### config.mk
export PLATFORM = sky130hd
export DESIGN_NAME = utf8_byte_decoder_top
export DESIGN_NICKNAME = d
export VERILOG_FILES = /design/src/sv/u8dec_pkg.sv /design/src/sv/utf8_byte_decoder_top.sv
export SDC_FILE = /design/constraint.sdc
export NUM_CORES = 1
export LEC_CHECK = 0
export BUFFER_PORTS_ARGS = -buffer_cell sky130_fd_sc_hd__clkbuf_2
export CORE_MARGIN = 2
export CORE_UTILIZATION = 61
export CTS_CLUSTER_DIAMETER = 200
export CTS_CLUSTER_SIZE = 24
export DETAILED_ROUTE_END_ITERATION = 8
export PLACE_DENSITY_LB_ADDON = 0.15
export SLEW_MARGIN = 20
export SYNTH_ARGS = -nofsm -noshare
export SYNTH_HDL_FRONTEND = slang
export SYNTH_SLANG_ARGS = --single-unit
export TNS_END_PERCENT = 20
### constraint.sdc
create_clock -name clk_i -period 6.5 [get_ports clk_i]
set_input_delay 0.65 -clock clk_i [delete_from_list [all_inputs] [get_ports clk_i]]
set_output_delay 0.65 -clock clk_i [all_outputs]
set_load 0.02 [all_outputs]
### src/sv/u8dec_pkg.sv
// Shared types and constants for the UTF-8 byte decoder.
// No dependencies; imported by utf8_byte_decoder_top.
package u8dec_pkg;

  localparam int unsigned CpW      = 21;
  localparam int unsigned ByteW    = 8;
  localparam int unsigned CountW   = 2;

  localparam logic [CpW-1:0]   QMark     = CpW'(63);
  localparam logic [ByteW-1:0] ContMask  = 8'hC0;
  localparam logic [ByteW-1:0] ContPat   = 8'h80;
  localparam logic [ByteW-1:0] Lead2Mask = 8'hE0;
  localparam logic [ByteW-1:0] Lead2Pat  = 8'hC0;
  localparam logic [ByteW-1:0] Lead3Mask = 8'hF0;
  localparam logic [ByteW-1:0] Lead3Pat  = 8'hE0;
  localparam logic [ByteW-1:0] Lead4Mask = 8'hF8;
  localparam logic [ByteW-1:0] Lead4Pat  = 8'hF0;
  localparam logic [ByteW-1:0] PayMask   = 8'h3F;

  // Results caused by one byte: a run of replacement marks followed by
  // an optional final code point.
  typedef struct packed {
    logic [CountW-1:0] qmarks;
    logic              has_final;
    logic [CpW-1:0]    cp;
    logic              mal;
  } burst_t;

endpackage

### src/sv/utf8_byte_decoder_top.sv
// Streaming UTF-8 decoder: one byte in, zero to four code points out.
// The first result of a byte is offered the cycle after its transfer,
// or later when the byte waits in the skid register behind an unfinished burst.
// Throughput: one byte per cycle while the output runs unstalled and each byte
// gives at most one result; n held bytes of a broken sequence give n marks.
// Reset (rst_ni, asynchronous, active low) closes any open sequence and
// empties the skid and result registers.
module utf8_byte_decoder_top (
  input  logic                           clk_i,
  input  logic                           rst_ni,
  input  logic                           in_valid_i,
  output logic                           in_stall_o,
  input  logic [u8dec_pkg::ByteW-1:0]    text_byte_i,
  output logic                           out_valid_o,
  input  logic                           out_stall_i,
  output logic [u8dec_pkg::CpW-1:0]      code_point_o,
  output logic                           malformed_o,
  output logic                           last_of_run_o
);
  import u8dec_pkg::*;

  // Skid register: catches a byte offered while the result register is busy
  // with a burst, so that the input stall is a plain flop.
  logic             skid_valid_q, skid_valid_d;
  logic [ByteW-1:0] skid_byte_q, skid_byte_d;

  // Decoder state: the open multi-byte sequence.
  logic [CpW-1:0]    partial_q, partial_d;
  logic [CountW-1:0] need_q, need_d;
  logic [CountW-1:0] held_q, held_d;

  // Result register, holding the burst still to be handed out.
  logic   burst_valid_q, burst_valid_d;
  burst_t burst_q, burst_d;

  logic             head_valid;
  logic [ByteW-1:0] head_byte;
  logic             in_xfer;
  logic             out_xfer;
  logic             burst_last;
  logic             burst_free;
  logic             consume;
  logic             has_results;
  burst_t           dec;

  assign in_xfer  = in_valid_i && !in_stall_o;
  assign out_xfer = out_valid_o && !out_stall_i;

  // The skid byte, when present, is always older than anything on the port.
  assign head_valid = skid_valid_q || in_valid_i;
  assign head_byte  = skid_valid_q ? skid_byte_q : text_byte_i;

  // The current transfer is the last of its burst when no marks remain
  // beyond this one and no final code point follows.
  assign burst_last = (burst_q.qmarks == '0) ||
                      ((burst_q.qmarks == CountW'(1)) && !burst_q.has_final);
  assign burst_free = !burst_valid_q || (out_xfer && burst_last);

  // Byte decode against the open sequence. A continuation extends the
  // sequence; anything else first flushes the held bytes as marks and is
  // then treated as a fresh byte.
  always_comb begin
    dec       = '0;
    dec.cp    = QMark;
    partial_d = partial_q;
    need_d    = need_q;
    held_d    = held_q;
    if ((need_q != '0) && ((head_byte & ContMask) == ContPat)) begin
      partial_d = {partial_q[CpW-7:0], head_byte[5:0]};
      need_d    = need_q - CountW'(1);
      held_d    = held_q + CountW'(1);
      if (need_q == CountW'(1)) begin
        dec.has_final = 1'b1;
        dec.cp        = {partial_q[CpW-7:0], head_byte[5:0]};
        dec.mal       = 1'b0;
        partial_d     = '0;
        need_d        = '0;
        held_d        = '0;
      end
    end else begin
      dec.qmarks = (need_q != '0) ? held_q : '0;
      partial_d  = '0;
      need_d     = '0;
      held_d     = '0;
      priority if (head_byte == '0) begin
        // End of text: the flush above is all it causes.
      end else if (!head_byte[7]) begin
        dec.has_final = 1'b1;
        dec.cp        = CpW'(head_byte);
      end else if ((head_byte & Lead2Mask) == Lead2Pat) begin
        partial_d = CpW'(head_byte[4:0]);
        need_d    = CountW'(1);
        held_d    = CountW'(1);
      end else if ((head_byte & Lead3Mask) == Lead3Pat) begin
        partial_d = CpW'(head_byte[3:0]);
        need_d    = CountW'(2);
        held_d    = CountW'(1);
      end else if ((head_byte & Lead4Mask) == Lead4Pat) begin
        partial_d = CpW'(head_byte[2:0]);
        need_d    = CountW'(3);
        held_d    = CountW'(1);
      end else begin
        // Stray continuation or an invalid lead byte.
        dec.has_final = 1'b1;
        dec.cp        = QMark;
        dec.mal       = 1'b1;
      end
    end
  end

  assign has_results = (dec.qmarks != '0) || dec.has_final;

  // A byte that causes no result never waits for the result register.
  assign consume = head_valid && (!has_results || burst_free);

  always_comb begin
    skid_valid_d = skid_valid_q;
    skid_byte_d  = skid_byte_q;
    if (skid_valid_q && consume) begin
      skid_valid_d = 1'b0;
    end else if (in_xfer && !consume) begin
      skid_valid_d = 1'b1;
      skid_byte_d  = text_byte_i;
    end
  end

  always_comb begin
    burst_valid_d = burst_valid_q;
    burst_d       = burst_q;
    if (out_xfer) begin
      if (burst_last) begin
        burst_valid_d = 1'b0;
      end else begin
        burst_d.qmarks = burst_q.qmarks - CountW'(1);
      end
    end
    if (consume && has_results) begin
      burst_valid_d = 1'b1;
      burst_d       = dec;
    end
  end

  always_ff @(posedge clk_i or negedge rst_ni) begin
    if (!rst_ni) begin
      skid_valid_q  <= 1'b0;
      burst_valid_q <= 1'b0;
      partial_q     <= '0;
      need_q        <= '0;
      held_q        <= '0;
    end else begin
      skid_valid_q  <= skid_valid_d;
      burst_valid_q <= burst_valid_d;
      if (consume) begin
        partial_q <= partial_d;
        need_q    <= need_d;
        held_q    <= held_d;
      end
    end
  end

  always_ff @(posedge clk_i) begin
    skid_byte_q <= skid_byte_d;
    burst_q     <= burst_d;
  end

  assign in_stall_o    = skid_valid_q;
  assign out_valid_o   = burst_valid_q;
  assign code_point_o  = (burst_q.qmarks != '0) ? QMark : burst_q.cp;
  assign malformed_o   = (burst_q.qmarks != '0) ? 1'b1 : burst_q.mal;
  assign last_of_run_o = burst_last;

`ifndef ASSERT_OFF
  a_burst_not_empty: assert property (@(posedge clk_i) disable iff (!rst_ni)
    burst_valid_q |-> ((burst_q.qmarks != '0) || burst_q.has_final))
    else $error("result register holds an empty burst");

  a_burst_continues: assert property (@(posedge clk_i) disable iff (!rst_ni)
    (out_xfer && !last_of_run_o) |=> out_valid_o)
    else $error("burst ended without a last_of_run result");

  a_open_seq_held: assert property (@(posedge clk_i) disable iff (!rst_ni)
    (need_q != '0) |-> (held_q != '0))
    else $error("open sequence with no held bytes");

  a_mal_is_qmark: assert property (@(posedge clk_i) disable iff (!rst_ni)
    (out_valid_o && malformed_o) |-> (code_point_o == QMark))
    else $error("malformed result is not a question mark");
`endif

endmodule
==> impl_results.md, run 1 <==
- Outcome: completed
- Crit start category: register
- TritonCTS buffer count: 5
- Reg2reg start: in_stall_o
- Ant diodes: 0
- I/O Buffers: 36
- Die ar.: 4890 um2
- Post-CTS setup buffer count: 0
- Iter 0 DRT Violations: 162
- Max-slew headroom: 48.9%
- Layout area overhead: 10.5%
- Final ANT Viol Nets: 0
- Total GRT Usage: 21.3%
- Max-cap violations: 0
- CP peak stage delay: 620 ps
- Power per cell area: 442 nW/um2
- Final core utilization: 71.6%
- DR pass1 iterations: 4
- Synth Warn #: 0
- I/O pins: 37
- Slew Limit Fails: 0
- # DRC: 0
- Primary FF master, synth: edfxtp_1
- Max Root-Sink Buffers: 2
- Final min period: 3020 ps
- Yosys reg bits: 54
- Root buf cell: clkbuf_8
- Final Hold Fails: 0
- Synthesized Nets: 248
- Chip width: 69.9 um
- Vias in the first global route: 1,638
- GP Congestion: 0.892
- Syn Area/Cell: 11.4 um2
- CTS sink cnt: 54
- Final HPWL DP: 3510 um
- Avg Vias per Cell: 5.72
- Hold_buf cts: 0
- Core box area: 4090 um2
- Die H: 69.9 um
- CP startpoint: in_stall_o
- Max IR drop VDD: 0.282 mV
- Nets: 282
- FMAX: 331 MHz
- Setup TNS: 0 ps
- R2R depth: 6
- WL final: 4840 um
- Worst slew pin tran: 764 ps
- RSZ-0062 raised after global routing: no
- Filler cells: 295
- CP arrival: 3040 ps
- Hold WC Path Type: primary input to asynchronous set/reset pin
- Via count: 1,812
- Post-Syn Instances: 232
- Final setup violation count: 0
- Antenna violations before repair: 0
- H-tree lvl count: 2
- Remaining Overflow, GRT: 0
- Final period utilization: 46.4%
- Resized Gates After CTS: 0
- Post-synth EDFFs: 33
- Place WS: 2950 ps
- Latest clock arrival within the worst-skew pair: 300 ps
- Max Fanout on Critical Path: 27
- Wire per inst: 15.3 um
- Starting Density: 64.8%
- Min setup slack post-route: 3480 ps
- Placement Rows: 23
- Clock Skews: 6.12 ps
- Req. time, crit path: 6520 ps
- Post-synthesis cell type count: 47
- Clock Pin Slew Worst Setup and Hold Paths: 90 ps
- Crit. End Element: register
- First-pass GRT wire length: 8170 um
- Worst Path Class, Setup: register to register
- CTS tree: yes
- Critical-path top delay cell: dfrtp_1
- Synthesized area: 2650 um2
- Leakage: 1.23 nW
- Cells along the critical path: nor3b_1 -> o211a_1 -> nor2_1 -> o21ai_2 -> and3_2 -> a31o_2
- Fraction of layout cells with a size suffix above 1: 21.3%
- Asr flop ratio synth: 38.9%
- Sequential fraction of the synthesis area: 57.3%
- Pin count of the biggest net entering global routing: 28
- FF+latch area: 1520 um2
- Area occupied by multi-input gates: 1010 um2
==> per-layer routing <==
| layer | GRT usage, % | share of wire (%) |
|---|---|---|
| met2 | 35.1 | 48 |
| met3 | 4.18 | 4.0 |
| met1 | 29.1 | 47 |
| met4 | 5.77 | 1.1 |
| met5 | 0 | 0 |
==> per-stage QoR <==
step | cell area, um2 | std cells | total power, W | hold WS (ps)
after floorplan | 2650 | 232 | 0.000976 | 354
after global routing | 2930 | 317 | 0.00138 | 355
after global placement | 2820 | 309 | 0.00108 | 456
after detailed placement | 2820 | 309 | 0.00110 | 465
after CTS | 2930 | 317 | 0.00131 | 325
final | 2930 | 317 | 0.00129 | 316
==> cell usage after synthesis (all sizes together), types with 2 or more instances <==
| master | count | share of area, % |
|---|---|---|
| o32ai | 2 | 0.66 |
| mux2i | 6 | 2.3 |
| ha | 4 | 1.9 |
| and3b | 2 | 0.80 |
| and2 | 30 | 7.1 |
| nand2b | 10 | 2.4 |
| o2bb2ai | 2 | 0.66 |
| buf | 7 | 2.5 |
| a21oi | 6 | 1.1 |
| and3 | 2 | 0.47 |
| nand2 | 30 | 4.3 |
| nor2 | 15 | 2.1 |
| nor4 | 3 | 0.94 |
| o22ai | 3 | 1.2 |
| a22oi | 2 | 1.1 |
| nor3 | 2 | 0.57 |
| or2 | 2 | 0.47 |
| inv | 12 | 1.7 |
| edfxtp | 33 | 37 |
| o21ai | 17 | 3.4 |
| dfrtp | 21 | 20 |
| clkbuf | 3 | 0.43 |
| o31ai | 4 | 1.3 |
==> placed cells by master (no fill, tap or decap), types with 2 or more instances in the layout <==
cell type | netlist | routed
clkbuf_8 | 0 | 5
clkbuf_2 | 0 | 36
edfxtp_1 | 33 | 33
mux2i_1 | 6 | 6
nand2b_1 | 10 | 10
nor2_1 | 15 | 15
nand2_1 | 30 | 30
dfrtp_1 | 21 | 21
a21oi_1 | 6 | 6
o31ai_1 | 3 | 3
o22ai_1 | 2 | 2
inv_1 | 12 | 12
and2_1 | 30 | 30
o21ai_0 | 15 | 15
o32ai_1 | 2 | 2
ha_1 | 4 | 4
nor4_1 | 2 | 2
o2bb2ai_1 | 2 | 2
==> worst max-delay path: cells and delay by family, from the launching register on <==
family	cells	cell delay, ps
and+or+nand+nor	3	1300
AOI/OAI and AO/OA	3	810
DFF	1	620
==> flip-flops by register name, indices dropped and copies added (netlist names) <==
register,cells
burst_q,25
partial_q,15
skid_byte_q,8
held_q,2
need_q,2
in_stall_o,1
out_valid_o,1
==> layout make-up <==
| class | instances | area share [%] |
|---|---|---|
| inverter | 12 | 1.54 |
| clock inverter | 1 | 0.256 |
| clock buffer | 7 | 3.33 |
| sequential | 54 | 51.8 |
| timing repair buffer | 37 | 6.41 |
| multi-input combinational | 156 | 34.5 |
| tap | 50 | 2.14 |
==> final timing paths <==
path | to | slack (ps)
max | burst_q[23] | 3480
min | held_q[0] | 320
max reg2reg | burst_q[23] | 3480
min reg2reg | partial_q[9] | 480
max in group asynchronous | partial_q[9] | 5830
min in group clk_i | partial_q[9] | 480
==> kinds of logic (layout without fill, tap and decap cells) <==
| logic type | after synthesis | after routing | share of synthesized area, % |
|---|---|---|---|
| muxes | 6 | 6 | 2.27 |
| AOI/OAI and AO/OA | 44 | 44 | 13.1 |
| and+or+nand+nor | 102 | 102 | 20.9 |
| DFF | 54 | 54 | 57.3 |
| adders and majority gates | 4 | 4 | 1.89 |
| buffers and inverters | 22 | 57 | 4.63 |
==> report_power, final <==
part	total (W)	switching, W	internal (W)
Combinational	0.000531	0.000351	0.000180
Clock	0.000201	0.000102	0.0000994
Sequential	0.000561	0.0000624	0.000499
No activity file was read; power rests on OpenSTA's default activity.
==> inputs of run 2 (changes only) <==
--- a/config.mk
+++ b/config.mk
@@ -5,9 +5,10 @@
 export SDC_FILE = /design/constraint.sdc
 export NUM_CORES = 1
 export LEC_CHECK = 0
+export ABC_AREA = 1
 export BUFFER_PORTS_ARGS = -buffer_cell sky130_fd_sc_hd__clkbuf_2
 export CORE_MARGIN = 2
-export CORE_UTILIZATION = 61
+export CORE_UTILIZATION = 52
 export CTS_CLUSTER_DIAMETER = 200
 export CTS_CLUSTER_SIZE = 24
 export DETAILED_ROUTE_END_ITERATION = 8
==> constraint.sdc (replaced) <==
create_clock -name clk_i -period 2.44 [get_ports clk_i]
set_input_delay 0.244 -clock clk_i [delete_from_list [all_inputs] [get_ports clk_i]]
set_output_delay 0.244 -clock clk_i [all_outputs]
set_load 0.02 [all_outputs]
==> run 2 against run 1 <==
Effect of this change: via count up 13%; critical path depth rose by 6; largest power group is now combinational logic; worst setup slack got worse by 3200 ps; clock skew increased by 3.2 ps; die area increased by 20%; clock power rose to 2.9 times the previous value; register-to-register slack worse by 3200 ps; synthesized area grew 3.8%; sequential share of layout area down 3.1 points; maximum frequency up 38%; flip-flop and latch count stayed put.
==> impl_results.md, run 2 <==
- Nets: 383 (+36%)
- Leading area contributor after synthesis: edfxtp_1
- Root buf cell: clkbuf_8
- Synth cell count leaders: 108 x nand2_1, 50 x inv_1, 41 x nor2_1
- Largest regs: burst_q (25), partial_q (15), skid_byte_q (8)
- R2R Setup Slk: 250 ps (-3230 ps)
- # DRC: 0 (unchanged)
- Worst Path Class, Setup: register to register
- CTS tree: yes
- Antenna violations before repair: 0 (unchanged)
- Power per cell area: 1180 nW/um2 (+170%)
- Max Root-Sink Buffers: 2 (unchanged)
- Crit. End Element: register
- Crit start category: register
- Iter 0 DRT Violations: 127 (-22%)
- Pin count of the biggest net entering global routing: 24 (-14%)
- Clock Skews: 9.32 ps (+3.20 ps)
- R2R depth: 12 (+6)
- Synth Warn #: 0 (unchanged)
- Core box area: 5110 um2 (+25%)
- Max IR drop VDD: 0.563 mV (+100%)
- Worst slew pin tran: 515 ps (-249 ps)
- Commonest cells after routing, fill and taps aside: 108 x nand2_1, 50 x inv_1, 41 x nor2_1
- Post-CTS setup buffer count: 0 (unchanged)
- Most frequent cell after synthesis: nand2_1
- Via count: 2,043 (+13%)
- Yosys reg bits: 54 (unchanged)
- GP Congestion: 0.880 (-1.4%)
- Max-cap violations: 0 (unchanged)
- H-tree lvl count: 2 (unchanged)
- Outcome: completed
- Die H: 76.7 um (+9.7%)
- FMAX: 458 MHz (+38%)
- Chip width: 76.7 um (+9.7%)
- Ant diodes: 0 (unchanged)
- Latest clock arrival within the worst-skew pair: 300 ps (about the same)
- Total GRT Usage: 18.2% (-3.1 points)
- Asr flop ratio synth: 38.9% (unchanged)
- Slew Limit Fails: 0 (unchanged)
- Remaining Overflow, GRT: 0 (unchanged)
- Primary FF master, synth: edfxtp_1
- Wire per inst: 11.2 um (-26%)
- RSZ-0062 raised after global routing: no
- Req. time, crit path: 2470 ps (-4050 ps)
- TritonCTS buffer count: 5 (unchanged)
- Final period utilization: 89.6% (+43 points)
- Clock Pin Slew Worst Setup and Hold Paths: 90 ps (about the same)
- Post-synthesis cell type count: 27 (-43%)
- Layout area overhead: 13.3%
- I/O Buffers: 36 (unchanged)
- Top cells by area, synth: edfxtp_1 36%, dfrtp_1 19%, nand2_1 15%
- CP arrival: 2220 ps (-820 ps)
- Vias in the first global route: 1,869 (+14%)
- Placement Rows: 26 (+13%)
- Hold EP: skid_byte_q[1]
- Hold WC Path Type: primary input to register
- Die ar.: 5880 um2 (+20%)
- Hold Path Depth: 1
- DR pass1 iterations: 4 (unchanged)
- Pwr Total: 0.00367 W (+180%)
- Filler cells: 470 (+59%)
- Final setup violation count: 0 (unchanged)
- Final Hold Fails: 0 (unchanged)
- Starting Density: 53.8% (-11 points)
- Most common cell after layout, fill and taps aside: nand2_1
- Post-synth top area share: 36.0% (-1.4 points)
- First-pass GRT wire length: 8540 um (+4.6%)
- Final core utilization: 61.0% (-11 points)
- CTS sink cnt: 54 (unchanged)
- Max reg flops: 25 (unchanged)
- Final min period: 2190 ps (-834 ps)
- Max Fanout on Critical Path: 12 (-56%)
- Fraction of layout cells with a size suffix above 1: 19.8% (-1.5 points)
- Worst hold start: text_byte_i[1]
- Avg Vias per Cell: 4.66 (-18%)
- Reg2reg start: in_stall_o
- Leakage: 1.59 nW (+29%)
- Setup TNS: 0 ps (unchanged)
- Final HPWL DP: 3610 um (+2.9%)
- I/O pins: 37 (unchanged)
- Synthesized Nets: 345 (+39%)
- Synthesized area: 2750 um2 (+3.8%)
- Post-Syn Instances: 329 (+42%)
- WL final: 4920 um (+1.6%)
- Max-slew headroom: 65.3% (+16 points)
- Sequential fraction of the synthesis area: 55.2% (-2.1 points)
- Final ANT Viol Nets: 0 (unchanged)
- Post-synth EDFFs: 33 (unchanged)
- RR Endpoint: skid_byte_q[4]
- Syn Area/Cell: 8.36 um2 (-27%)
- Largest register by flop count: burst_q
## run 2: cell count changes after synthesis, moves of 3 or more
| cell | delta |
|---|---|
| inv_2 | +4 |
| o31ai_1 | -3 |
| nand2b_1 | -10 |
| nor2_1 | +26 |
| inv_1 | +38 |
| mux2i_1 | -6 |
| o21ai_0 | -11 |
| nand3_1 | +21 |
| and2_1 | -30 |
| buf_4 | +3 |
| nand2_2 | +9 |
| nand2_1 | +78 |
## run 2: kinds of logic (layout without fill, tap and decap cells)
family	count (synthesis)	in the layout	synth area share, %
flops	54	54	55.2
xor+xnor	1	1	0.319
fa+ha+maj	4	4	1.82
buf+inv	68	107	10.6
compound gates	12	12	2.55
simple gates	190	190	29.5
## run 2: worst max-delay path by stage
stage          startpoint             end  slack (ps)  cells past startpoint
2_1_floorplan  in_stall_o      burst_q[0]         190                     11
3_3_place_gp   in_stall_o  skid_byte_q[5]         200                     11
3_5_place_dp   in_stall_o  skid_byte_q[3]         140                     11
4_1_cts        in_stall_o  skid_byte_q[4]         120                     11
5_1_grt        in_stall_o       held_q[1]          20                     13
6_report       in_stall_o  skid_byte_q[4]         250                     12
## run 2: through the flow
| stage | hold WS (ps) | std cells | cell area [um2] | setup slack, ps |
|---|---|---|---|---|
| after global routing | 126 | 438 | 3110 | 24.1 |
| after detailed placement | 244 | 429 | 2990 | 141 |
| after floorplan | -51.6 | 329 | 2750 | 193 |
| final | 127 | 438 | 3110 | 255 |
| after CTS | 120 | 438 | 3110 | 117 |
| after global placement | 239 | 429 | 2990 | 202 |
## run 2: critical path, cell delays in order (launching register included)
cell and delay [ps]:
dfrtp_2 500, inv_2 180, nand2_1 90, nand2_2 100, inv_2 50, nand3_2 80, inv_2 60, nor2_1 120
nand2_2 80, nand3_2 70, nand2_2 70, nor3_2 290, buf_4 210
## run 2: final cells by class
cell class | count | area [um2] | area share, %
Clock inverter | 1 | 30.0 | 0.964
Inverter | 54 | 203 | 6.51
Tap cell | 70 | 87.6 | 2.81
Timing Repair Buffer | 45 | 254 | 8.16
Clock buffer | 7 | 76.3 | 2.45
Multi-Input combinational cell | 207 | 946 | 30.4
Sequential cell | 54 | 1520 | 48.7
## run 2: layer usage
metal  wire, um  global-route usage, %  vias to the layer above  part of all wire (%)
met2       2290                   29.4                       33                    47
met4         82                   6.18                        0                   1.7
met3        165                   3.88                        8                   3.4
met1       2380                   24.5                      918                    48
li1           -                      -                     1084                     -
met5          0                      0                        -                     0
## run 2: what timing repair did
action	CTS	global route
endpoints found under the setup margin	0	48
gates resized for setup	0	2
hold buffers	1	0
endpoints found under the hold margin	21	0
## run 2: power by group
| group | leakage [nW] | switching (W) | total [W] | internal [W] |
|---|---|---|---|---|
| Clock | 0.0524 | 0.000271 | 0.000578 | 0.000307 |
| Combinational | 0.941 | 0.00116 | 0.00165 | 0.000488 |
| Sequential | 0.595 | 0.000116 | 0.00145 | 0.00133 |
| Total | 1.59 | 0.00155 | 0.00367 | 0.00213 |
==> inputs of run 3 (changes only) <==
--- a/config.mk
+++ b/config.mk
@@ -6,9 +6,9 @@
 export NUM_CORES = 1
 export LEC_CHECK = 0
 export ABC_AREA = 1
-export BUFFER_PORTS_ARGS = -buffer_cell sky130_fd_sc_hd__clkbuf_2
+export BUFFER_PORTS_ARGS = -buffer_cell sky130_fd_sc_hd__buf_2
 export CORE_MARGIN = 2
-export CORE_UTILIZATION = 52
+export CORE_UTILIZATION = 61
 export CTS_CLUSTER_DIAMETER = 200
 export CTS_CLUSTER_SIZE = 24
 export DETAILED_ROUTE_END_ITERATION = 8
==> constraint.sdc (replaced) <==
create_clock -name clk_i -period 2.85 [get_ports clk_i]
set_input_delay 0.285 -clock clk_i [delete_from_list [all_inputs] [get_ports clk_i]]
set_output_delay 0.285 -clock clk_i [all_outputs]
set_load 0.02 [all_outputs]
==> run 3 against run 2 <==
Effect of this change: design area down 1.5%; combinational power decreased by 14%; flip-flop and latch count unchanged; routed wire length grew 1.7%; via count rose by 1.9%; core utilization up 9.5 points; critical path depth decreased by 1; sequential power down 14%; worst hold slack better by 46 ps; worst setup slack improved by 79 ps; critical path type unchanged; critical endpoint is now burst_q[12].
==> impl_results.md, run 3 (synthesis results as in run 2) <==
- Antenna violations before repair: 0 (unchanged)
- RSZ-0062 raised after global routing: no
- Max Root-Sink Buffers: 2 (unchanged)
- Layout area overhead: 11.6%
- CTS tree: yes
- Chip width: 71.1 um (-7.3%)
- Pwr Total: 0.00310 W (-16%)
- CTS sink cnt: 54 (unchanged)
- Latest clock arrival within the worst-skew pair: 310 ps (about the same)
- Wire per inst: 12.0 um (+6.6%)
- Net Sw Frac: 43.4% (+1.3 points)
- Largest regs: burst_q (25), partial_q (15), skid_byte_q (8)
- Part of the power in registers: 40.0% (+0.6 points)
- Placement Rows: 24 (-7.7%)
- Fraction of layout cells with a size suffix above 1: 19.1% (-0.71 points)
- Vias in the first global route: 1,924 (+2.9%)
- Critical-path top delay cell: dfrtp_1
- Hold_buf cts: 1 (unchanged)
- Max Fanout on Critical Path: 15 (+3)
- Avg Vias per Cell: 4.98 (+6.8%)
- Final HPWL DP: 3730 um (+3.3%)
- Setup TNS: 0 ps (unchanged)
- Place WS: 347 ps (+206 ps)
- # DRC: 0 (unchanged)
- Clock Skews: 9.90 ps (+0.580 ps)
- CP peak stage delay: 580 ps (+80 ps)
- Outcome: completed
- Resized Gates After CTS: 0 (unchanged)
- Leakage: 1.58 nW (-0.70%)
- Total GRT Usage: 22.2% (+4.0 points)
- P_int: 0.00175 W (-18%)
- Max reg flops: 25 (unchanged)
- CP arrival: 2540 ps (+320 ps)
- Worst slew pin tran: 537 ps (+21.7 ps)
- Largest register by flop count: burst_q
- H-tree lvl count: 2 (unchanged)
- Min setup slack post-route: 334 ps (+78.9 ps)
- Hold Path Depth: 1 (unchanged)
- Root buf cell: clkbuf_8
- Clock Pin Slew Worst Setup and Hold Paths: 90 ps (about the same)
- Ant diodes: 0 (unchanged)
- I/O pins: 37 (unchanged)
- R2R Setup Slk: 330 ps (+80 ps)
- Power share of the clock group: 14.0% (-1.7 points)
- FMAX: 397 MHz (-13%)
- Most common cell after layout, fill and taps aside: nand2_1
- Core box area: 4350 um2 (-15%)
- Net Sw Power: 0.00135 W (-13%)
- Max-slew headroom: 63.8% (-1.5 points)
- Commonest cells after routing, fill and taps aside: 108 x nand2_1, 50 x inv_1, 41 x nor2_1
- Final setup violation count: 0 (unchanged)
- DR pass1 iterations: 4 (unchanged)
- I/O Buffers: 36 (unchanged)
- Die ar.: 5060 um2 (-14%)
- Comb pwr share: 45.9% (+1.1 points)
- Req. time, crit path: 2870 ps (+400 ps)
- Nets: 381 (-0.52%)
- Remaining Overflow, GRT: 0 (unchanged)
- Starting Density: 63.1% (+9.3 points)
- TritonCTS buffer count: 5 (unchanged)
- Hold WC Path Type: primary input to register
- Max-cap violations: 0 (unchanged)
- Library cell appearing most often on the critical path: inv_2
- Iter 0 DRT Violations: 125 (-1.6%)
- Final Hold Fails: 0 (unchanged)
- GP Congestion: 0.852 (-3.2%)
- Slew Limit Fails: 0 (unchanged)
- Power per cell area: 1010 nW/um2 (-14%)
- First-pass GRT wire length: 8680 um (+1.6%)
- Die H: 71.1 um (-7.3%)
- Via count: 2,082 (+1.9%)
- Post-CTS setup buffer count: 0 (unchanged)
- Pin count of the biggest net entering global routing: 23 (-4.2%)
- WL final: 5000 um (+1.7%)
- Final period utilization: 88.3% (-1.3 points)
- Final min period: 2520 ps (+331 ps)
- Max IR drop VDD: 0.628 mV (+11%)
- Final ANT Viol Nets: 0 (unchanged)
- Crit start category: register
- Cells along the critical path: inv_2 -> nand2_1 -> nand2_2 -> inv_2 -> nand3_2 -> inv_2 -> nand2_1 -> nand3_2 -> nand3_1 -> inv_1 -> buf_12
- Crit. End Element: register
- Filler cells: 335 (-29%)
- Worst Path Class, Setup: register to register
- R2R depth: 11 (-1)
run 3: routing by layer:
metal | up-vias | GRT usage (%) | part of all wire [%]
met2 | 61 | 34.1 | 48
met5 | - | 0 | 0
met4 | 0 | 7.13 | 1.3
met3 | 6 | 5.70 | 4.8
met1 | 936 | 31.5 | 46
li1 | 1079 | - | -
run 3: final timing paths:
path                                     start             end
worst min register to register    partial_q[5]    partial_q[5]
min in group asynchronous               rst_ni    partial_q[4]
worst max register to register      in_stall_o     burst_q[12]
max in group asynchronous               rst_ni   partial_q[13]
worst min-delay path            text_byte_i[2]  skid_byte_q[2]
worst max-delay path                in_stall_o     burst_q[12]
run 3: stage by stage:
step                utilization, %  hold slack [ps]  area [um2]  cells
finish                        70.5              173        3070    418
global route                  70.5              154        3070    418
CTS                           70.5              165        3070    418
detailed placement            68.0              275        2960    409
global placement              68.0              268        2960    409
floorplan                        -            -10.6        2750    329
run 3: worst max-delay path, delay by kind of cell (launching register included):
family	cells	cell delay, ps
buffers and inverters	5	930
AND/OR/NAND/NOR	6	700
flip-flops	1	580
run 3: cell type report:
class / count / area (um2) / area share [%]
Sequential cell: 54 / 1520 / 49.4
Inverter: 54 / 203 / 6.61
Multi-Input combinational cell: 207 / 941 / 30.7
Clock inverter: 2 / 12.5 / 0.408
Timing Repair Buffer: 43 / 248 / 8.08
Clock buffer: 6 / 82.6 / 2.69
Tap cell: 52 / 65.1 / 2.12
run 3: power groups by stage:
stage	logic, W	clock network (W)	registers (W)
2_1_floorplan	0.00107	0	0.00124
3_3_place_gp	0.00139	0	0.00125
3_5_place_dp	0.00142	0	0.00126
4_1_cts	0.00143	0.000447	0.00124
5_1_grt	0.00160	0.000470	0.00126
6_report	0.00142	0.000434	0.00124
